==> src/gak_pkg.sv <==
// ----------------------------------------------------------------------------
// gak_pkg
// Types, constants and small helpers for the GSM A5/1 / A5/2 keystream core.
// ----------------------------------------------------------------------------
`default_nettype none

package gak_pkg;

  // register file indexes
  localparam logic CFG_SESSION_KEY = 1'b0;
  localparam logic CFG_ALGORITHM   = 1'b1;

  // algorithm codes (the unused code behaves as the null cipher)
  localparam logic [1:0] ALG_NULL = 2'd0;
  localparam logic [1:0] ALG_A51  = 2'd1;
  localparam logic [1:0] ALG_A52  = 2'd2;

  // field widths
  localparam int KEY_W   = 64;
  localparam int COUNT_W = 22;
  localparam int CHUNK_W = 57;
  localparam int LOAD_W  = KEY_W + COUNT_W;

  // feedback taps
  localparam logic [18:0] R1_TAPS = 19'h72000;
  localparam logic [21:0] R2_TAPS = 22'h300000;
  localparam logic [22:0] R3_TAPS = 23'h700080;
  localparam logic [16:0] R4_TAPS = 17'h10800;

  // sequencer end counts
  localparam logic [6:0] LOAD_LAST  = 7'(LOAD_W - 1);
  localparam logic [6:0] MIX_LAST   = 7'd99;
  localparam logic [5:0] CHUNK_LAST = 6'(CHUNK_W - 1);
  localparam logic [1:0] LAST_CHUNK = 2'd3;

  // the four shift registers as one group
  typedef struct packed {
    logic [18:0] r1;
    logic [21:0] r2;
    logic [22:0] r3;
    logic [16:0] r4;
  } lfsr_set_t;

  function automatic logic maj3(input logic a, input logic b, input logic c);
    maj3 = (a & b) | (a & c) | (b & c);
  endfunction

  // A5/2 nonlinear output filter
  function automatic logic a52_filter(input lfsr_set_t s);
    a52_filter = s.r1[18] ^ s.r2[21] ^ s.r3[22]
               ^ maj3(s.r1[15], ~s.r1[14], s.r1[12])
               ^ maj3(~s.r2[16], s.r2[13], s.r2[9])
               ^ maj3(s.r3[18], s.r3[16], ~s.r3[13]);
  endfunction

endpackage

`default_nettype wire

==> src/gsm_a5_keystream_generator_core.sv <==
// ----------------------------------------------------------------------------
// gsm_a5_keystream_generator_core
// GSM A5/1 and A5/2 keystream generator, one register clock per cycle unless stalled.
// ----------------------------------------------------------------------------
// Usage:
//   cfg port: write session_key (index 0) and algorithm (index 1) while idle.
//   input channel: one transfer carries a 22-bit COUNT; in_stall stays high
//   until all four chunks of that frame have been handed to the output.
//   output channel: four transfers per frame, chunk_index 0..3, 57 bits each,
//   earliest stream bit in bit 0; last marks chunk 3.
// Sequence:
//   A5/1: load of key and COUNT, then mix, then output of the four chunks.
//   A5/2: adds a prime step to fill the output delay stage before output.
//   Null cipher: zero output, no load or mix phase.
//   The single shared LFSR clock step serves load, mix and output: one step per cycle unless stalled.
// Stall:
//   a finished chunk sits in the output register; the next chunk keeps
//   building and the sequencer only pauses if it completes while the
//   previous one is still untaken.
// Reset:
//   synchronous, active low; returns to idle, drops out_valid, clears the
//   key and algorithm registers.
// ----------------------------------------------------------------------------
`default_nettype none

module gsm_a5_keystream_generator_core (
  input  wire logic        clk,
  input  wire logic        rst_n,
  // configuration
  input  wire logic        cfg_we,
  input  wire logic        cfg_index,
  input  wire logic [63:0] cfg_wdata,
  // input channel
  input  wire logic        in_valid,
  output logic             in_stall,
  input  wire logic [21:0] in_frame_count,
  // output channel
  output logic             out_valid,
  input  wire logic        out_stall,
  output logic [1:0]       out_chunk_index,
  output logic [56:0]      out_keystream_bits,
  output logic             out_last
);

  typedef enum logic [2:0] {
    ST_IDLE,
    ST_LOAD,
    ST_MIX,
    ST_PRIME,
    ST_RUN
  } state_t;

  // configuration registers
  logic [63:0] session_key_r;
  logic [1:0]  algorithm_r;

  // sequencer and datapath
  state_t                        state_r, state_nxt;
  logic [6:0]                    step_cnt_r, step_cnt_nxt;
  logic [5:0]                    bit_cnt_r, bit_cnt_nxt;
  logic [1:0]                    chunk_r, chunk_nxt;
  logic                          a52_r, a52_nxt;
  gak_pkg::lfsr_set_t            lfsr_r, lfsr_nxt;
  logic                          delayed_r, delayed_nxt;
  logic [gak_pkg::LOAD_W-1:0]    load_sr_r, load_sr_nxt;
  logic [gak_pkg::CHUNK_W-1:0]   acc_r, acc_nxt;

  // output register
  logic                          out_valid_r, out_valid_nxt;
  logic [1:0]                    out_chunk_r, out_chunk_nxt;
  logic [gak_pkg::CHUNK_W-1:0]   out_bits_r, out_bits_nxt;
  logic                          out_last_r, out_last_nxt;

  // shared clock step
  logic                          forced, load_bit;
  logic                          c0, c1, c2, m;
  gak_pkg::lfsr_set_t            clk_set;
  logic                          stream_bit;
  logic [gak_pkg::CHUNK_W-1:0]   chunk_full;
  logic                          out_free, in_xfer, run_step;
  logic [1:0]                    alg_wr;

  assign in_stall           = (state_r != ST_IDLE);
  assign in_xfer            = in_valid & ~in_stall;
  assign out_valid          = out_valid_r;
  assign out_chunk_index    = out_chunk_r;
  assign out_keystream_bits = out_bits_r;
  assign out_last           = out_last_r;
  assign out_free           = ~out_valid_r | ~out_stall;
  assign alg_wr             = cfg_wdata[1:0];

  // configuration writes
  always_ff @(posedge clk) begin
    if (!rst_n) begin
      session_key_r <= '0;
      algorithm_r   <= gak_pkg::ALG_NULL;
    end else if (cfg_we) begin
      case (cfg_index)
        gak_pkg::CFG_SESSION_KEY: session_key_r <= cfg_wdata;
        gak_pkg::CFG_ALGORITHM:   algorithm_r   <= alg_wr;
        default:                  session_key_r <= session_key_r;
      endcase
    end
  end

  // one register clock: forced during load, else majority / R4 control
  always_comb begin
    forced   = (state_r == ST_LOAD);
    load_bit = forced & load_sr_r[0];
    if (a52_r) begin
      c0 = lfsr_r.r4[10];
      c1 = lfsr_r.r4[3];
      c2 = lfsr_r.r4[7];
    end else begin
      c0 = lfsr_r.r1[8];
      c1 = lfsr_r.r2[10];
      c2 = lfsr_r.r3[10];
    end
    m       = gak_pkg::maj3(c0, c1, c2);
    clk_set = lfsr_r;
    if (forced || m == c0)
      clk_set.r1 = {lfsr_r.r1[17:0], ^(lfsr_r.r1 & gak_pkg::R1_TAPS)};
    if (forced || m == c1)
      clk_set.r2 = {lfsr_r.r2[20:0], ^(lfsr_r.r2 & gak_pkg::R2_TAPS)};
    if (forced || m == c2)
      clk_set.r3 = {lfsr_r.r3[21:0], ^(lfsr_r.r3 & gak_pkg::R3_TAPS)};
    if (a52_r)
      clk_set.r4 = {lfsr_r.r4[15:0], ^(lfsr_r.r4 & gak_pkg::R4_TAPS)};
    // key / count bit goes into the feedback end
    clk_set.r1[0] = clk_set.r1[0] ^ load_bit;
    clk_set.r2[0] = clk_set.r2[0] ^ load_bit;
    clk_set.r3[0] = clk_set.r3[0] ^ load_bit;
    clk_set.r4[0] = clk_set.r4[0] ^ (load_bit & a52_r);
    // A5/2 forces four bits after the last load step
    if (forced && a52_r && step_cnt_r == gak_pkg::LOAD_LAST) begin
      clk_set.r1[15] = 1'b1;
      clk_set.r2[16] = 1'b1;
      clk_set.r3[18] = 1'b1;
      clk_set.r4[10] = 1'b1;
    end
    stream_bit = a52_r ? delayed_r
                       : (clk_set.r1[18] ^ clk_set.r2[21] ^ clk_set.r3[22]);
    chunk_full = {stream_bit, acc_r[gak_pkg::CHUNK_W-1:1]};
    run_step   = (bit_cnt_r != gak_pkg::CHUNK_LAST) | out_free;
  end

  // sequencer next state
  always_comb begin
    state_nxt     = state_r;
    step_cnt_nxt  = step_cnt_r;
    bit_cnt_nxt   = bit_cnt_r;
    chunk_nxt     = chunk_r;
    a52_nxt       = a52_r;
    lfsr_nxt      = lfsr_r;
    delayed_nxt   = delayed_r;
    load_sr_nxt   = load_sr_r;
    acc_nxt       = acc_r;
    out_valid_nxt = out_valid_r & out_stall;
    out_chunk_nxt = out_chunk_r;
    out_bits_nxt  = out_bits_r;
    out_last_nxt  = out_last_r;

    case (state_r)
      ST_IDLE: begin
        if (in_xfer) begin
          lfsr_nxt     = '0;
          delayed_nxt  = 1'b0;
          a52_nxt      = (algorithm_r == gak_pkg::ALG_A52);
          load_sr_nxt  = {in_frame_count, session_key_r};
          step_cnt_nxt = '0;
          bit_cnt_nxt  = '0;
          chunk_nxt    = '0;
          acc_nxt      = '0;
          if (algorithm_r == gak_pkg::ALG_A51 || algorithm_r == gak_pkg::ALG_A52)
            state_nxt = ST_LOAD;
          else
            state_nxt = ST_RUN;
        end
      end
      ST_LOAD: begin
        lfsr_nxt     = clk_set;
        load_sr_nxt  = {1'b0, load_sr_r[gak_pkg::LOAD_W-1:1]};
        step_cnt_nxt = step_cnt_r + 7'd1;
        if (step_cnt_r == gak_pkg::LOAD_LAST) begin
          step_cnt_nxt = '0;
          state_nxt    = ST_MIX;
        end
      end
      ST_MIX: begin
        lfsr_nxt     = clk_set;
        step_cnt_nxt = step_cnt_r + 7'd1;
        if (step_cnt_r == gak_pkg::MIX_LAST) begin
          step_cnt_nxt = '0;
          state_nxt    = a52_r ? ST_PRIME : ST_RUN;
        end
      end
      ST_PRIME: begin
        // fill the A5/2 output delay from the mixed registers
        delayed_nxt = gak_pkg::a52_filter(lfsr_r);
        state_nxt   = ST_RUN;
      end
      ST_RUN: begin
        if (run_step) begin
          lfsr_nxt    = clk_set;
          delayed_nxt = gak_pkg::a52_filter(clk_set);
          acc_nxt     = chunk_full;
          bit_cnt_nxt = bit_cnt_r + 6'd1;
          if (bit_cnt_r == gak_pkg::CHUNK_LAST) begin
            // hand the finished chunk to the output register
            out_valid_nxt = 1'b1;
            out_chunk_nxt = chunk_r;
            out_bits_nxt  = chunk_full;
            out_last_nxt  = (chunk_r == gak_pkg::LAST_CHUNK);
            bit_cnt_nxt   = '0;
            chunk_nxt     = chunk_r + 2'd1;
            if (chunk_r == gak_pkg::LAST_CHUNK)
              state_nxt = ST_IDLE;
          end
        end
      end
      default: state_nxt = ST_IDLE;
    endcase
  end

  // state and registered outputs
  always_ff @(posedge clk) begin
    if (!rst_n) begin
      state_r     <= ST_IDLE;
      out_valid_r <= 1'b0;
      step_cnt_r  <= '0;
      bit_cnt_r   <= '0;
      chunk_r     <= '0;
      a52_r       <= 1'b0;
    end else begin
      state_r     <= state_nxt;
      out_valid_r <= out_valid_nxt;
      step_cnt_r  <= step_cnt_nxt;
      bit_cnt_r   <= bit_cnt_nxt;
      chunk_r     <= chunk_nxt;
      a52_r       <= a52_nxt;
    end
    lfsr_r      <= lfsr_nxt;
    delayed_r   <= delayed_nxt;
    load_sr_r   <= load_sr_nxt;
    acc_r       <= acc_nxt;
    out_chunk_r <= out_chunk_nxt;
    out_bits_r  <= out_bits_nxt;
    out_last_r  <= out_last_nxt;
  end

endmodule

`default_nettype wire

==> config.mk <==
export PLATFORM = sky130hd
export DESIGN_NAME = gsm_a5_keystream_generator_core
export DESIGN_NICKNAME = d
export VERILOG_FILES = /design/src/gak_pkg.sv /design/src/gsm_a5_keystream_generator_core.sv
export SDC_FILE = /design/constraint.sdc
export NUM_CORES = 1
export LEC_CHECK = 0
export BUFFER_PORTS_ARGS = -buffer_cell sky130_fd_sc_hd__clkbuf_2
export CORE_ASPECT_RATIO = 1.75
export CORE_UTILIZATION = 40
export CTS_CLUSTER_DIAMETER = 50
export CTS_CLUSTER_SIZE = 16
export DETAILED_ROUTE_END_ITERATION = 10
export GPL_TIMING_DRIVEN = 0
export SLEW_MARGIN = 40
export SYNTH_ARGS = -nofsm -noshare
export SYNTH_HDL_FRONTEND = slang
export SYNTH_SLANG_ARGS = --single-unit
==> constraint.sdc <==
create_clock -name clk -period 9.2 [get_ports clk]
set_input_delay 0.46 -clock clk [delete_from_list [all_inputs] [get_ports clk]]
set_output_delay 0.46 -clock clk [all_outputs]
set_load 0.05 [all_outputs]
==> out/results.ini, run 1 <==
[status]
status = finished clean

[yosys]
ys_top_cells_by_area = edfxtp_1 56%, dfxtp_1 11%, nand2_1 10%
synth_warnings = 0
yosys.area.top_type_share_pct = 56.5
synth_flop_cell = edfxtp_1
synth_cell_types = 52
synth_seq_cells = 370
ys_top_cells_by_count = 406 x nand2_1, 284 x edfxtp_1, 111 x nor2_1
synth_cells = 1305
synthArstFlopShare_pct = 0
syn_area_um2 = 15100
synth_most_common_cell = nand2_1
yosys.area.top_type = edfxtp_1
synth_nets = 1403
synth_edf_count = 284
avgSynthCellArea_um2 = 11.6
yosysSeqAreaShare_pct = 67.9

[pwr]
clockPowerShare_pct = 29.7
vdd_drop_max_mv = 0.158
p_leak_uw = 0.00726
power_frac_seq_pct = 52.6
p_int_uw = 3100
power_switching_uw = 1120
p_per_area_nw_per_um2 = 238
switching_share_pct = 26.6
comb_power_share_pct = 17.7
finalPower_uw = 4220

[layout]
stdcell_area_um2 = 17700
syn_to_final_growth_pct = 17.2
layout-drive-gt1-share_pct = 15.6
final_net_count = 1610

[grt]
first_global_vias = 9872
track_usage_pct = 16.0
grt-ovfl-total = 0
grt_pass1_wl_mm = 49.5
grt_max_degree = 34
antenna_found_initial = 0

[route]
drc = 0
dr.pass1.iters = 4
ant_nets = 0
drt_iter0_drc = 450
wl_mm = 29.7
via_per_inst = 4.83
routedWlPerCell_um = 14.8
vias = 9720

[setup_path]
crit_buf_inv = 2
crit_path_start_kind = register
crit_family = XOR/XNOR gates
crit_chain = buf_2 -> nor3b_2 -> or2_1 -> o22a_1 -> buf_4 -> mux2i_2 -> xnor3_1 -> xnor3_1 -> o32ai_1
required_ns = 9.50
crit_fanout = 10
endpoint_kind = register
slowest_stage = nor3b_2
worstPathArrival_ns = 3.37
critPathMaxStageDelay_ns = 0.59
path_common_cell = xnor3_1
criticalPathCategory = register to register

[timing]
fin_skew_ns = 0.0116
relSlewSlack_pct = 52.1
grt_setup_unrepaired = no
period_share_pct = 33.3
fin_crit_ns = 3.07
hold_viol = 0
tns_ns = 0
clock.fmax_ghz = 0.326
slew_violations = 0
finalSetupViolations = 0
tightest_slew_ns = 0.716
hold-worst-slack_ns = 0.114
setup_slack_ns = 6.13

[clock_network]
post_cts_buffers = 0
ctsHoldBuffers = 0
clk_pin_slew_worst_paths_ns = 0.07
root_buffer = clkbuf_16
max-clock-path-buffers = 3
htree_levels = 1
cts_tree = yes
clock_latency_ns = 0.57
cts_resized = 0
cts_buffers = 30
numClockSinks = 370

[placement]
pre_cts_ws_ns = 6.09
placed_area_um2 = 16800
place_congestion = 0.817
io_buffers = 153
post-dp-hpwl_mm = 22.2

[hold_path]
min_path_type = input port to register

[die]
dieArea_um2 = 38600
die_w_um = 149
ios = 154
die_h_um = 259
floorplan.initialDensity_pct = 40.8
core_area_um2 = 37000
fp-row-count = 93

[job]
drv_cap = 0

power by group through the flow:
stage / combinational, uW / sequential (uW) / clock [uW]
floorplan: 542 / 2250 / 0
CTS: 760 / 2220 / 1290
detailed placement: 756 / 2260 / 0
global placement: 696 / 2310 / 0
global route: 833 / 2250 / 1350
finish: 746 / 2220 / 1250
final cells by class:
type | count | area (um2)
timing repair buffer | 175 | 1020
fill | 3484 | 19300
buffer | 76 | 304
clock buffer | 46 | 842
clock inverter | 10 | 100
sequential | 370 | 10200
inverter | 12 | 45.0
antenna | 1 | 2.50
tap | 475 | 594
multi-input combinational | 847 | 4540
stage by stage:
step	utilization [%]	std cells
2_1_floorplan	-	1305
3_3_place_gp	44.5	1933
3_5_place_dp	45.3	1955
4_1_cts	47.8	2011
5_1_grt	47.8	2011
6_report	47.8	2012
layout by cell type (no fill, tap or decap), types with 20 or more instances in the layout:
master     count
and3_1        57
nor2_1       111
dfxtp_1       86
edfxtp_1     284
clkbuf_2     153
clkbuf_1      71
clkbuf_16     31
a21boi_0      34
xnor2_1       20
mux2i_1       77
a21oi_1       49
nand2_1      406
final timing paths:
check | start | end | slack [ns] | depth (start not counted)
setup / recovery | state_r[0] | delayed_r | 6.13 | 9
hold reg to reg | acc_r[1] | out_keystream_bits[0] | 0.43 | 0
hold / removal | cfg_wdata[59] | session_key_r[59] | 0.11 | 3
setup reg to reg | state_r[0] | delayed_r | 6.13 | 9
per-layer routing:
layer | GRT usage (%) | share of wire (%) | wire length, um | vias up
met5 | 0 | 0 | 0 | -
met4 | 5.98 | 3.0 | 888 | 0
met3 | 1.85 | 3.5 | 1040 | 49
met2 | 30.2 | 54 | 16000 | 190
met1 | 18.2 | 40 | 11800 | 4578
li1 | - | - | - | 4903
sequential cells by signal (all words and copies together) (netlist names):
signal	cells
acc_r	56
delayed_r	1
load_sr_r	86
step_cnt_r	7
session_key_r	64
chunk_r	2
a52_r	1
algorithm_r	2
lfsr_r	81
out_valid	1
state_r	3
out_last	1
out_chunk_index	2
out_keystream_bits	57
bit_cnt_r	6
logic make-up (layout without fill, tap and decap cells):
| group | after synthesis | in the layout | share of synthesized area [%] |
|---|---|---|---|
| mux | 83 | 83 | 5.59 |
| fa+ha+maj | 9 | 9 | 0.696 |
| simple gates | 612 | 612 | 16.8 |
| other cells | 0 | 1 | 0 |
| buf+inv | 88 | 319 | 2.31 |
| xor+xnor | 31 | 31 | 1.98 |
| compound gates | 112 | 112 | 4.76 |
| flops | 370 | 370 | 67.9 |
worst reg2reg max path: cells and delay by family (launching register included):
kind | cells | cell delay (ns)
multiplexers | 1 | 0.26
buffers and inverters | 2 | 0.35
flip-flops | 1 | 0.32
AND/OR/NAND/NOR | 2 | 0.80
AO/OA/AOI/OAI | 2 | 0.21
XOR/XNOR | 2 | 0.85
Power figures use the tool's default switching activity.
==> run 2, diff against run 1 <==
==> constraint.sdc (replaced) <==
create_clock -name clk -period 2.5 [get_ports clk]
set_input_delay 0.125 -clock clk [delete_from_list [all_inputs] [get_ports clk]]
set_output_delay 0.125 -clock clk [all_outputs]
set_load 0.05 [all_outputs]
==> run 2 against run 1 <==
- the flow now finishes with violations (negative setup slack)
- clock skew grew 0.0038 ns
- global-route usage grew 0.23 points
- die area is the same
- largest cell class unchanged
==> out/results.ini, run 2 (same netlist as run 1, synthesis figures left out) <==
[timing]
fin_crit_ns = 2.51  ; was 3.07 ns
fin_skew_ns = 0.0154  ; was 0.0116 ns
setup_slack_ns = -0.00638  ; was 6.13 ns
tns_ns = -0.00796  ; was 0 ns
relSlewSlack_pct = 49.3  ; was 52.1%
grt_setup_unrepaired = yes  ; was no
hold_viol = 0  ; unchanged
slew_violations = 0  ; unchanged
clock.fmax_ghz = 0.399  ; was 0.326 GHz
period_share_pct = 100  ; was 33.3%
tightest_slew_ns = 0.761  ; was 0.716 ns
finalSetupViolations = 2  ; was 0

[clock_network]
htree_levels = 1  ; unchanged
cts_buffers = 30  ; unchanged
root_buffer = clkbuf_16  ; unchanged
numClockSinks = 370  ; unchanged
clk_pin_slew_worst_paths_ns = 0.08  ; was 0.07 ns
max-clock-path-buffers = 3  ; unchanged
cts_tree = yes  ; unchanged
clock_latency_ns = 0.57  ; about the same

[die]
die_w_um = 149  ; unchanged
core_area_um2 = 37000  ; unchanged
fp-row-count = 93  ; unchanged
die_h_um = 259  ; unchanged
dieArea_um2 = 38600  ; unchanged
floorplan.initialDensity_pct = 40.8  ; unchanged
ios = 154  ; unchanged

[grt]
track_usage_pct = 16.3  ; was 16.0%
grt-ovfl-total = 0  ; unchanged
grt_pass1_wl_mm = 50.7  ; was 49.5 mm
grt_max_degree = 63  ; was 34
first_global_vias = 10600  ; was 9,872
antenna_found_initial = 0  ; unchanged

[setup_path]
required_ns = 2.84  ; was 9.50 ns
worstPathArrival_ns = 2.85  ; was 3.37 ns
crit_path_start_kind = register  ; unchanged
endpoint_kind = register  ; unchanged
crit_fanout = 4  ; was 10
criticalPathCategory = register to register  ; unchanged

[layout]
syn_to_final_growth_pct = 25.9  ; was 17.2%
largest_reg_flops = 86  ; unchanged
num_antenna_cells = 0  ; was 1
regMostFlops = load_sr_r  ; unchanged
mostFrequentLayoutCell = nand2_1  ; unchanged
stdcell_area_um2 = 19000  ; was 17,700 um2
top_regs = load_sr_r: 86 flops, lfsr_r: 81 flops, session_key_r: 64 flops  ; unchanged
layout-drive-gt1-share_pct = 18.0  ; was 15.6%
final_net_count = 1727  ; was 1,610
final_cells = 2128  ; was 2,012
mostFrequentLayoutCells = 404 x nand2_1, 284 x edfxtp_1, 154 x clkbuf_2  ; was 406 x nand2_1, 284 x edfxtp_1, 153 x clkbuf_2

[pwr]
finalPower_uw = 15800  ; was 4220 uW
p_leak_uw = 0.00786  ; was 0.00726 uW
vdd_drop_max_mv = 0.672  ; was 0.158 mV
p_per_area_nw_per_um2 = 833  ; was 238 nW/um2

[route]
drt_iter0_drc = 462  ; was 450
ant_nets = 0  ; unchanged
dr.pass1.iters = 4  ; unchanged
vias = 10200  ; was 9,720
drc = 0  ; unchanged
via_per_inst = 4.79  ; was 4.83
wl_mm = 31.1  ; was 29.7 mm
routedWlPerCell_um = 14.6  ; was 14.8 um

[placement]
dp_cells = 1954  ; was 1,955
pre_cts_ws_ns = -0.477  ; was 6.09 ns
post-dp-hpwl_mm = 21.4  ; was 22.2 mm
place_congestion = 0.777  ; was 0.817
placed_area_um2 = 16800  ; about the same
io_buffers = 153  ; unchanged

[job]
drv_cap = 0  ; unchanged

[hold_path]
min_path_type = input port to register  ; unchanged

[status]
violations = negative setup slack
status = complete, but fails checks  ; was finished clean

run 2: changes by cell type in the layout (fill, tap and decap cells not counted), sizes merged:
cell	before	now
diode	1	0
bufinv	1	0
clkbuf	256	257
and2	5	6
buf	41	64
dlygate4sd3	0	92
clkinv	4	5
run 2: what timing repair did:
| item | CTS | global route |
|---|---|---|
| hold buffers | 92 | 0 |
| buffers inserted | 15 | 11 |
| gates resized for setup | 24 | 14 |
| gates cloned | 0 | 1 |
| endpoints found under the hold margin | 90 | 0 |
| setup endpoints to repair | 16 | 51 |
| pin swaps | 9 | 7 |
run 2: cell type report:
| class | instances | area (um2) |
|---|---|---|
| fill | 3325 | 18000 |
| sequential | 370 | 10300 |
| multi-input combinational | 848 | 4690 |
| timing repair buffer | 292 | 2120 |
| clock buffer | 46 | 863 |
| tap | 475 | 594 |
| buffer | 75 | 357 |
| clock inverter | 10 | 72.6 |
| inverter | 12 | 48.8 |
run 2: power breakdown:
part / switching (uW) / total [uW] / internal [uW]
logic: 1610 / 3070 / 1460
registers: 450 / 8190 / 7740
clock network: 2180 / 4590 / 2410
total: 4240 / 15800 / 11600
run 2: path summary, 6_finish.rpt:
kind / start / end / slack [ns] / depth (start not counted)
worst max-delay path: a52_r / acc_r[56] / -0.006 / 9
worst min-delay path: rst_n / session_key_r[51] / 0.07 / 3
worst max register to register: a52_r / acc_r[56] / -0.006 / 9
worst min register to register: acc_r[1] / out_keystream_bits[0] / 0.42 / 0
run 2: per-stage QoR:
stage | util, % | hold WS [ns]
finish | 51.4 | 0.0693
global route | 51.4 | 0.0732
CTS | 51.0 | 0.0656
detailed placement | 45.4 | 0.357
global placement | 44.8 | 0.351
floorplan | - | 0.261
run 2: per-layer routing:
metal  GRT usage [%]  vias to the layer above  routed length (um)
met1            18.2                     4836               12500
met4            5.58                        0                 774
li1                -                     5124                   -
met5               0                        -                   0
met3            1.90                       50                 974
met2            31.2                      176               16900
run 2: critical path: stages, from the launching register on:
cell	delay, ns
dfxtp_2	0.33
buf_6	0.13
mux2i_4	0.19
or2_1	0.26
o22a_1	0.23
buf_6	0.14
mux2i_4	0.18
xnor3_1	0.40
mux2_4	0.29
and2_4	0.13
